[src/rtl/brbs_pkg.sv]
// Shared types and constants for the bitmap range bit search core.
// No dependencies; imported by brbs_word_scan and bitmap_range_bit_search_core.

package brbs_pkg;

    localparam int unsigned POS_W     = 14;   // bit position width
    localparam int unsigned IDX_W     = 8;    // word_index width
    localparam int unsigned WORD_W    = 32;   // bitmap word width
    localparam int unsigned OFF_W     = 5;    // bit offset inside a word
    localparam int unsigned WSEL_W    = POS_W - OFF_W;  // word number of a position
    localparam int unsigned OP_W      = 2;
    localparam logic [POS_W-1:0] POS_MAX = {POS_W{1'b1}};

    typedef enum logic [OP_W-1:0] {
        OP_WRITE     = 2'd0,
        OP_FIND_SET  = 2'd1,
        OP_FIND_CLR  = 2'd2,
        OP_NONE      = 2'd3
    } op_t;

    // Control of the word scan unit for one word.
    typedef struct packed {
        logic             want_set;  // look for ones, else for zeros
        logic             use_lo;    // word holds the first bit: mask below lo_off
        logic [OFF_W-1:0] lo_off;
        logic             use_hi;    // word holds the last bit: mask above hi_off
        logic [OFF_W-1:0] hi_off;
    } scan_ctl_t;

endpackage

[src/rtl/brbs_word_scan.sv]
// Word scan unit: masks one bitmap word to the search range and finds the
// lowest matching bit. Depends on brbs_pkg.

module brbs_word_scan (
    input  logic [brbs_pkg::WORD_W-1:0] word_data,
    input  brbs_pkg::scan_ctl_t         ctl,
    output logic                        hit,
    output logic [brbs_pkg::OFF_W-1:0]  hit_bit
);
    import brbs_pkg::*;

    logic [WORD_W-1:0] cand;

    always_comb begin
        for (int b = 0; b < WORD_W; b++) begin
            cand[b] = (ctl.want_set ? word_data[b] : ~word_data[b])
                      && (!ctl.use_lo || (OFF_W'(b) >= ctl.lo_off))
                      && (!ctl.use_hi || (OFF_W'(b) <= ctl.hi_off));
        end
    end

    // Lowest set bit of the candidate vector.
    always_comb begin
        hit     = |cand;
        hit_bit = '0;
        for (int b = WORD_W - 1; b >= 0; b--) begin
            if (cand[b]) begin
                hit_bit = OFF_W'(b);
            end
        end
    end

endmodule
[config.mk]
export PLATFORM = sky130hd
export DESIGN_NAME = brbs_word_scan
export DESIGN_NICKNAME = d
export VERILOG_FILES = /design/src/rtl/brbs_pkg.sv /design/src/rtl/brbs_word_scan.sv
export SDC_FILE = /design/constraint.sdc
export NUM_CORES = 1
export LEC_CHECK = 0
export BUFFER_PORTS_ARGS = -buffer_cell sky130_fd_sc_hd__buf_2
export CORE_ASPECT_RATIO = 0.8
export CORE_MARGIN = 3
export CORE_UTILIZATION = 40
export DETAILED_ROUTE_END_ITERATION = 8
export PLACE_DENSITY = 0.61
export SLEW_MARGIN = 10
export SYNTH_ARGS = -nofsm -noshare
export SYNTH_HDL_FRONTEND = slang
export SYNTH_SLANG_ARGS = --single-unit
export TNS_END_PERCENT = 20
[constraint.sdc]
create_clock -name vclk -period 1.7
set_input_delay 0.085 -clock vclk [all_inputs]
set_output_delay 0.085 -clock vclk [all_outputs]
set_load 0.05 [all_outputs]
After elaboration in Yosys (flattened, before gate mapping)
Cells that the tools add are included.
{ "word_totals": {"register_bits": 0, "word_cells": 291, "in_bits": 45, "output_inout_bits": 6} }
{ "classes": {"n_reduce_logical": 131, "n_bitwise": 32, "magnitude_cmp": 64, "mux": 64} }
{ "ops": {"columns": ["cell", "n"], "rows": [
  ["$mux 5", 32],
  ["$ge 5x5->1 const A", 16],
  ["$le 5x5->1 const A", 16],
  ["$logic_and 1x1->1", 64],
  ["$logic_or 1x1->1", 64],
  ["$ge 4x5->1 const A", 8],
  ["$le 4x5->1 const A", 8],
  ["$mux 1", 32],
  ["$not 1->1", 32],
  ["$reduce_or 32->1", 1],
  ["$ge 3x5->1 const A", 4],
  ["$le 3x5->1 const A", 4],
  ["$ge 1x5->1 const A", 2],
  ["$ge 2x5->1 const A", 2],
  ["$le 1x5->1 const A", 2],
  ["$le 2x5->1 const A", 2],
  ["$logic_not 1->1", 2]
]} }

Longest topological paths before layout
Gate-level depths: netlist of run 1.
{ "logic_depth": {"word_depth": 36, "depth_mapped": 9, "mapped_depth_nobuf": 6} }

Least setup slack after synthesis of run 1
OpenSTA, ideal clock, no wires.
{ "synth_path": {"kind": "in2out", "from": "in ctl[9] (netlist bit)", "to": "out hit_bit[1] (netlist bit)", "required_ns": 1.615, "arrival_ns": 2.119, "n_path_buf": 2, "slack_ns": -0.504, "cell_stages": 8, "cell_sequence": "buf_6 -> buf_2 -> a2111o_1 -> a21oi_1 -> o21ai_0 -> a22oi_1 -> o21ai_0 -> a31oi_1"} }
{ "synth_between": {"elab_chain_cells": 36, "elab_cells_between_ends": 160, "cone_classes": "order compare: 32; mux: 32; reduce/logical: 96"} }
{ "synth_rtl": {"columns": ["element", "line_no", "rtl"], "rows": [
  ["start, declared", "brbs_word_scan.sv:6", "input brbs_pkg::scan_ctl_t ctl,"],
  ["$ge 5x5->1", "brbs_word_scan.sv:17", "&& (!ctl.use_lo || (OFF_W'(b) >= ctl.lo_off))"],
  ["$logic_or 1x1->1", "brbs_word_scan.sv:17", null],
  ["$logic_and 1x1->1", "brbs_word_scan.sv:17", null],
  ["$logic_and 1x1->1", "brbs_word_scan.sv:18", "&& (!ctl.use_hi || (OFF_W'(b) <= ctl.hi_off));"],
  ["$mux 5 (31 in a row)", "brbs_word_scan.sv:27", "if (cand[b]) begin"],
  ["$mux 5 (*)", "brbs_word_scan.sv:27", null],
  ["end, declared", "brbs_word_scan.sv:8", "output logic [brbs_pkg::OFF_W-1:0] hit_bit"]
]} }
Mark *: on every way between the ends. The rest lies on a longest branch, timed or not.

Worst setup path after layout of run 1
{ "layout_path": {"from": "in ctl[6] (netlist bit)", "to": "out hit_bit[4] (netlist bit)"} }
The elaborated chain is that of the path after synthesis.

==> results of run 1 <==
## through the flow
step / instance area, um^2 / hold slack (ns) / std cells / TNS, ns
global route: 3017 / 0.8423 / 405 / -1.732
CTS: 2783 / 0.7943 / 399 / -1.086
finish: 3017 / 0.8147 / 405 / -1.247
floorplan: 1868 / 0.5477 / 244 / -0.6656
detailed placement: 2603 / 0.8355 / 396 / -1.988
global placement: 2603 / 0.8420 / 396 / -1.917
## final timing paths
| check | end | start | cells past startpoint |
|---|---|---|---|
| worst max-delay path | hit_bit[4] | ctl[6] | 8 |
| worst min-delay path | hit_bit[0] | word_data[0] | 6 |
## logic make-up after synthesis
group	share of synthesized area (%)
AO/OA/AOI/OAI	51.53
buffers and inverters	11.23
XOR/XNOR	15.42
AND/OR/NAND/NOR	21.82
## layout by cell type, fill, tap and decap left out, types with 6 or more instances in the layout
| cell type | n |
|---|---|
| buf_4 | 77 |
| a21oi_1 | 10 |
| a21oi_2 | 7 |
| inv_1 | 6 |
| a221o_1 | 7 |
| buf_6 | 12 |
| o211ai_1 | 8 |
| xor2_1 | 24 |
| o21ai_0 | 11 |
| nand2_1 | 13 |
| nor2_1 | 6 |
| buf_2 | 37 |
## cell usage after synthesis, drive strengths merged (6+ instances only)
cell | n | area (um^2)
inv | 6 | 22.52
xor2 | 26 | 227.7
a21oi | 17 | 88.84
a221oi | 10 | 112.6
nand2 | 13 | 48.80
nand3 | 8 | 45.04
buf | 25 | 163.9
o21ai | 16 | 80.08
nor2 | 10 | 37.54
a221o | 7 | 70.07
and2 | 6 | 37.54
o211ai | 8 | 60.06
## worst min-delay path, cell delays in order
cell and delay [ns]:
buf_2 0.09, xnor2_1 0.12, nand2_1 0.07, o211ai_1 0.16, nor2_4 0.06, buf_8 0.14
## cell type report
type,instances,area [um^2]
fillers,320,987.2
inverters,6,22.52
multi-input cells,210,1882
well taps,55,68.82
repair buffers,134,1044
## where the power goes
part	internal (uW)	leakage (uW)	total [uW]	switching, uW
Combinational	537	0.00127	1110	576
Sequential	0	0	0	0
Clock	0	0	0	0
## repair_timing
| item | in CTS | in global routing |
|---|---|---|
| pin swaps | 17 | 24 |
| gates resized for setup | 43 | 47 |
| endpoints found under the setup margin | 6 | 6 |
| buffers inserted | 3 | 6 |
## routing by layer
metal | part of all wire [%] | track usage (%) | vias up
li1 | - | - | 1161
met1 | 46 | 36.23 | 1130
met2 | 46 | 40.81 | 99
met3 | 6.6 | 1.644 | 8
met4 | 1.3 | 1.688 | 0
met5 | 0 | 0 | -
==> reports/metrics.yaml, run 1 <==
global_route:
  grtUsageTotal_pct: 24.61
  grt_first_pass_wirelength_um: 10490
  antenna_found_initial: 0
  overflow: 0
  grt_pass1_vias: 2195
  grt_max_degree: 15
critical_path:
  end_kind: "output port"
  critPathSlowestCell: "or4_4"
  crit_path_start_kind: "input pin"
  cp.arrival_ns: 1.84
  cpLargestDelayFamily: "simple AND/OR/NAND/NOR gates"
  slowest_delay_ns: 0.54
  crit_chain: "buf_8, or4_4, a211oi_4, a21oi_2, and4_4, nor2b_4, nor3b_4, buf_6"
  cp_data_required_time_ns: 1.62
  critPathBufInv: 2
  cp_max_fo: 5
  path_class: "input pin to output port"
yosys:
  synth_nets: 289
  yosys.cell_types.count: 66
  yosysSeqAreaShare_pct: 0
  syn_inst: 244
  syn-cell-area_um2: 1760
  yosys_warnings: 0
  avgSynthCellArea_um2: 7.215
sta:
  setup_viol: 6
  max_slew_margin_pct: 70.66
  slew_viol_final: 0
  fin_crit_ns: 1.924
  hold_violations: 0
  final.setup.worst_slack_ns: -0.2238
  fmax_mhz: 519.8
  period_share_pct: 113.2
  worstMarginPinSlew_ns: 0.4401
  rsz0062_at_grt: "true"
outcome:
  violations: "setup timing"
  outcome: "finished with violations"
cells_and_area:
  final-seq-area_um2: 0
  syn2layout_area_growth_pct: 71.36
  clock_buffers: 0
  postLayoutCoreUtil_pct: 75.34
  seq_cell_count: 0
  final_nets: 397
  drive_gt1_share_pct: 56.57
  diodes: 0
die:
  dieWidth_um: 80.17
  dieArea_um2: 5238
  row_count: 20
  die-height_um: 65.34
  io_pins: 51
  coreArea_um2: 4004
  initial_core_util_pct: 43.97
hold_path:
  worstHoldPathType: "input pin to output port"
drt:
  firstDrtPassIters: 4
  viasPerCell: 5.921
  drt_iter0_markers: 197
  postRouteAntennaNets: 0
  wl_um: 6698
  routed-via-count: 2398
  drc: 0
  post_drt_wl_per_cell_um: 16.54
pwr:
  vdd_ir_drop_max_uv: 182.0
  power_uw: 1113
  cellPowerDensity_nw_per_um2: 368.9
  leakage_uw: 0.001273
place:
  io_buffers: 51
  gp_congestion: 0.9423
  dp_worst_setup_slack_ns: -0.3846
  hpwlAfterDp_um: 5176
clocking:
  postCtsHoldBufs: 0
flow_run:
  maxCapViolCount: 0
Power figures use the tool's default switching activity.
==> run 2: changes to the inputs <==
--- a/config.mk
+++ b/config.mk
@@ -8,9 +8,10 @@
 export BUFFER_PORTS_ARGS = -buffer_cell sky130_fd_sc_hd__buf_2
 export CORE_ASPECT_RATIO = 0.8
 export CORE_MARGIN = 3
-export CORE_UTILIZATION = 40
+export CORE_UTILIZATION = 30
 export DETAILED_ROUTE_END_ITERATION = 8
-export PLACE_DENSITY = 0.61
+export PLACE_DENSITY = 0.48
+export REMOVE_ABC_BUFFERS = 1
 export SLEW_MARGIN = 10
 export SYNTH_ARGS = -nofsm -noshare
 export SYNTH_HDL_FRONTEND = slang
==> run 2 against run 1 <==
Clock-buffer cell count unchanged. Sequential share of layout area unchanged. Hold slack got worse by 0.024 ns. Final area increased by 7.3%. The flow still finishes with violations (setup timing). Power increased by 5.1%. Worst setup slack got worse by 0.024 ns.
==> reports/metrics.yaml, run 2 (synthesized netlist as in run 1, its figures left out) <==
outcome:
  outcome: "finished with violations"
  violations: "setup timing"
drt:
  drt_iter0_markers: 237  # +20%
  wl_um: 7926  # +18%
  firstDrtPassIters: 5  # +1
  routed-via-count: 2493  # +4.0%
  viasPerCell: 5.679  # -4.1%
  postRouteAntennaNets: 0  # unchanged
  drc: 0  # unchanged
  post_drt_wl_per_cell_um: 18.05  # +9.2%
sta:
  fin_tns_setup_ns: -1.025  # +0.2217 ns
  hold_violations: 0  # unchanged
  final.setup.worst_slack_ns: -0.2483  # -0.02447 ns
  rsz0062_at_grt: "true"
  setup_viol: 6  # unchanged
  fmax_mhz: 513.3  # -1.3%
  fin_hold_ws_ns: 0.7912  # -0.02356 ns
  slew_viol_final: 0  # unchanged
  period_share_pct: 114.6  # +1.4 points
  fin_crit_ns: 1.948  # +0.02447 ns
  worstMarginPinSlew_ns: 0.4634  # +0.02324 ns
  max_slew_margin_pct: 68.90  # -1.8 points
critical_path:
  cp_max_fo: 7  # +2
  crit_path_start_kind: "input pin"
  path_class: "input pin to output port"
  cp_common_cell: "buf_6"
  cp_data_required_time_ns: 1.62  # about the same
  critPathSlowestCell: "a221o_1"
  crit_chain: "buf_8, buf_6, and3_1, a221o_1, a221oi_2, o211ai_1, a211oi_2, nor2_1, buf_6"
  cp.arrival_ns: 1.86  # +0.02 ns
  end_kind: "output port"
  slowest_delay_ns: 0.37  # -0.17 ns
global_route:
  grtUsageTotal_pct: 19.88  # -4.7 points
  grt_max_degree: 17  # +2
  overflow: 0  # unchanged
  antenna_found_initial: 0  # unchanged
  grt_first_pass_wirelength_um: 11160  # +6.3%
  grt_pass1_vias: 2214  # +0.87%
die:
  die-height_um: 74.52  # +14%
  initial_core_util_pct: 31.69  # -12 points
  io_pins: 51  # unchanged
  row_count: 24  # +20%
  dieArea_um2: 6829  # +30%
  dieWidth_um: 91.65  # +14%
  coreArea_um2: 5555  # +39%
cells_and_area:
  postLayoutCoreUtil_pct: 58.24  # -17 points
  final_cell_mix: "83 x buf_4, 33 x buf_2, 24 x xor2_1"
  nFillCells: 507  # +58%
  final-seq-area_um2: 0  # unchanged
  clock_buffers: 0  # unchanged
  drive_gt1_share_pct: 58.73  # +2.2 points
  syn2layout_area_growth_pct: 83.80
  seq_cell_count: 0  # unchanged
  final_nets: 408  # +2.8%
  final_common_cell: "buf_4"
  diodes: 0  # unchanged
  multiInputGateArea_um2: 1926  # +2.3%
pwr:
  pwr-share-seq_pct: 0  # unchanged
  leakage_uw: 0.001372  # +7.8%
  p_int_uw: 568.9  # +6.0%
  switching_share_pct: 51.36  # -0.41 points
  vdd_ir_drop_max_uv: 164.8  # -9.4%
  cellPowerDensity_nw_per_um2: 361.5  # -2.0%
  power_switching_uw: 600.7  # +4.3%
  p_comb_share_pct: 100.0  # about the same
  power.share.clock_pct: 0  # unchanged
flow_run:
  maxCapViolCount: 0  # unchanged
hold_path:
  hold_path_depth: 7  # +1
  worstHoldPathType: "input pin to output port"
place:
  dp_worst_setup_slack_ns: -0.4254  # -0.04083 ns
  io_buffers: 51  # unchanged
  hpwlAfterDp_um: 5548  # +7.2%
  gp_congestion: 0.8354  # -11%
clocking:
  postCtsHoldBufs: 0  # unchanged
run 2: changes by cell type in the layout (fill, tap and decap cells not counted), moves of 2 or more:
cell       delta
buf_4         +6
buf_6         +7
a21oi_4       +3
clkbuf_16     +3
o21ai_0       -2
buf_12        -2
a31oi_4       -2
and2_1        -2
a21oi_2       -4
buf_2         -4
a221oi_1      -2
nand3_2       -2
a221oi_4      +2
run 2: area by class of cell:
type               count  area share, %
inverters              6         0.6961
multi-input cells    210          59.51
well taps             78          3.016
repair buffers       145          36.77
run 2: path summary, 6_finish.rpt:
check             slack [ns]          to          from
setup / recovery       -0.25  hit_bit[0]        ctl[8]
hold / removal          0.79  hit_bit[0]  word_data[1]
run 2: per-layer routing:
| layer | GRT usage (%) | part of all wire, % |
|---|---|---|
| met5 | 0 | 0 |
| met4 | 1.672 | 0.92 |
| met3 | 0.8089 | 6.1 |
| met2 | 32.96 | 46 |
| met1 | 29.75 | 47 |
run 2: power groups by stage:
stage / combinational (uW) / sequential, uW / clock (uW)
6_report: 1170 / 0 / 0
5_1_grt: 1240 / 0 / 0
4_1_cts: 996 / 0 / 0
3_5_place_dp: 871 / 0 / 0
3_3_place_gp: 868 / 0 / 0
2_1_floorplan: 448 / 0 / 0
run 2: per-stage QoR:
step	cell area [um^2]	instances	total power (uW)
after floorplan	1585	216	447.6
after global placement	2491	417	868.2
after detailed placement	2491	417	871.4
after CTS	2780	424	995.8
after global routing	3236	439	1240
final	3236	439	1170
run 2: critical path, delay by kind of cell:
family,cells,cell delay (ns)
compound gates,4,1.10
buf+inv,3,0.40
simple gates,2,0.29
run 2: what timing repair did:
| item | 4_1_cts | 5_1_grt |
|---|---|---|
| setup endpoints to repair | 6 | 6 |
| gates resized for setup | 57 | 72 |
| cloned | 0 | 3 |
| pin swaps | 20 | 28 |
| buffers inserted | 7 | 12 |
==> run 3: changes to the inputs <==
==> constraint.sdc (replaced) <==
create_clock -name vclk -period 1.7
set_input_delay 0.17 -clock vclk [all_inputs]
set_output_delay 0.17 -clock vclk [all_outputs]
set_load 0.05 [all_outputs]
==> run 3 against run 2 <==
The run still ends with setup timing left. Sequential share of layout area stayed put. Critical path depth is 1 lower. Non-clock buffer count is 9 lower. First-iteration DRC count is 16% lower. Final cell count is 2.1% lower. Worst setup slack worse by 0.13 ns. Core utilization is 2.7 points lower. Sequential cell count stayed put. Fmax is 6.4% lower. Wire length is 7.9% lower. Critical endpoint is now hit_bit[4]. Largest power group unchanged. Highest routed layer unchanged.
==> reports/metrics.yaml, run 3 (synthesized netlist as in run 1, its figures left out) <==
outcome:
  outcome: "finished with violations"
  violations: "setup timing"
place:
  place_inst: 417  # unchanged
  io_buffers: 51  # unchanged
  postPlaceCellArea_um2: 2491  # unchanged
  dp_worst_setup_slack_ns: -0.6347  # -0.2092 ns
  gp_congestion: 0.8313  # -0.49%
  hpwlAfterDp_um: 5467  # -1.5%
cells_and_area:
  multiInputGateArea_um2: 1933  # +0.39%
  final-seq-area_um2: 0  # unchanged
  final_cells: 430  # -2.1%
  nFillCells: 526  # +3.7%
  drive_gt1_share_pct: 57.67  # -1.1 points
  clock_buffers: 0  # unchanged
  syn2layout_area_growth_pct: 75.20
  final_nets: 399  # -2.2%
  final_cell_mix: "86 x buf_4, 34 x buf_2, 22 x xor2_1"
  diodes: 0  # unchanged
  postLayoutCoreUtil_pct: 55.52  # -2.7 points
  design_area_um2: 3084  # -4.7%
  seq_cell_count: 0  # unchanged
  final_common_cell: "buf_4"
sta:
  hold_violations: 0  # unchanged
  max_slew_margin_pct: 68.96  # about the same
  fmax_mhz: 480.2  # -6.4%
  slew_viol_final: 0  # unchanged
  setup_viol: 6  # unchanged
  rsz0062_at_grt: "true"
  worstMarginPinSlew_ns: 0.4624  # -0.0009567 ns
  final.setup.worst_slack_ns: -0.3826  # -0.1343 ns
  fin_crit_ns: 2.083  # +0.1343 ns
  period_share_pct: 122.5  # +7.9 points
global_route:
  antenna_found_initial: 0  # unchanged
  grt_pass1_vias: 2213  # -0.045%
  grtUsageTotal_pct: 19.56  # -0.32 points
  overflow: 0  # unchanged
  grt_first_pass_wirelength_um: 10980  # -1.6%
  grt_max_degree: 17  # unchanged
pwr:
  leakage_uw: 0.001292  # -5.9%
  power_uw: 1115  # -4.7%
  cellPowerDensity_nw_per_um2: 361.5  # about the same
  vdd_ir_drop_max_uv: 157.8  # -4.3%
drt:
  post_drt_wl_per_cell_um: 16.97  # -6.0%
  drt_iter0_markers: 198  # -16%
  firstDrtPassIters: 4  # -1
  viasPerCell: 5.602  # -1.3%
  postRouteAntennaNets: 0  # unchanged
  drc: 0  # unchanged
  routed-via-count: 2409  # -3.4%
  wl_um: 7299  # -7.9%
critical_path:
  slowest_delay_ns: 0.54  # +0.17 ns
  crit_chain: "buf_8, or4_4, a211oi_4, a21oi_4, and4_4, nor2b_4, nor3b_2, buf_6"
  crit_path_start_kind: "input pin"
  crit_path_end: "hit_bit[4]"
  path_class: "input pin to output port"
  critPathSlowestCell: "or4_4"
  cpLargestDelayFamily: "simple AND/OR/NAND/NOR gates"
  setup.worst_path.start: "ctl[8]"
  cp_data_required_time_ns: 1.53  # -0.09 ns
  end_kind: "output port"
  cp_max_fo: 6  # -1
  crit_cells: 8  # -1
  critPathBufInv: 2  # -1
  cp.arrival_ns: 1.91  # +0.05 ns
die:
  io_pins: 51  # unchanged
  row_count: 24  # unchanged
  die-height_um: 74.52  # unchanged
  coreArea_um2: 5555  # unchanged
  initial_core_util_pct: 31.69  # unchanged
  dieArea_um2: 6829  # unchanged
  dieWidth_um: 91.65  # unchanged
flow_run:
  maxCapViolCount: 0  # unchanged
hold_path:
  worstHoldPathType: "input pin to output port"
-- run 3: cell types whose count changed in the layout (fill, tap and decap cells not counted), moves of 3 or more --
cell	previous run	this run
and2_1	2	5
buf_4	83	86
a21oi_2	3	8
a21oi_1	11	8
buf_6	19	12
-- run 3: power breakdown --
| part | internal [uW] | total [uW] | switching, uW |
|---|---|---|---|
| sequential | 0 | 0 | 0 |
| clock | 0 | 0 | 0 |
| combinational | 532 | 1110 | 583 |
| total | 532 | 1110 | 583 |
-- run 3: final cells by class --
class / count / area share (%)
multi-input combinational: 210 / 62.68
timing repair buffer: 136 / 33.43
tap: 78 / 3.164
inverter: 6 / 0.7302
-- run 3: timing repair --
| item | CTS | global route |
|---|---|---|
| setup endpoints to repair | 6 | 6 |
| hold buffers | 0 | 0 |
| gates cloned | 0 | 1 |
| pin swaps | 27 | 20 |
| gates resized for setup | 68 | 44 |
| setup buffers | 8 | 4 |
-- run 3: through the flow --
stage	hold slack, ns	setup TNS [ns]
5_1_grt	1.011	-2.512
3_5_place_dp	0.9874	-3.409
2_1_floorplan	0.7175	-4.047
4_1_cts	0.9705	-2.136
3_3_place_gp	0.9831	-3.233
6_report	0.9604	-2.139
-- run 3: worst min path at each step --
stage            startpoint          to  slack, ns  cells after the start
3_5_place_dp   word_data[1]  hit_bit[0]       0.99                      7
4_1_cts        word_data[1]  hit_bit[0]       0.97                      7
2_1_floorplan       ctl[11]  hit_bit[0]       0.72                      4
6_report       word_data[1]  hit_bit[0]       0.96                      7
5_1_grt        word_data[1]  hit_bit[0]       1.01                      7
3_3_place_gp   word_data[1]  hit_bit[0]       0.98                      7
-- run 3: metal layers --
| layer | vias up | part of all wire, % | global-route usage [%] |
|---|---|---|---|
| li1 | 1168 | - | - |
| met2 | 80 | 44 | 33.44 |
| met1 | 1159 | 49 | 28.53 |
| met5 | - | 0 | 0 |
| met4 | 0 | 0.096 | 0 |
| met3 | 2 | 6.2 | 1.820 |
-- run 3: tightest hold or removal path: stages --
cell and delay (ns):
buf_2 0.08, xnor2_1 0.06, nand3_1 0.13, nand2_1 0.07
o211ai_1 0.07, nor2_1 0.06, buf_6 0.15
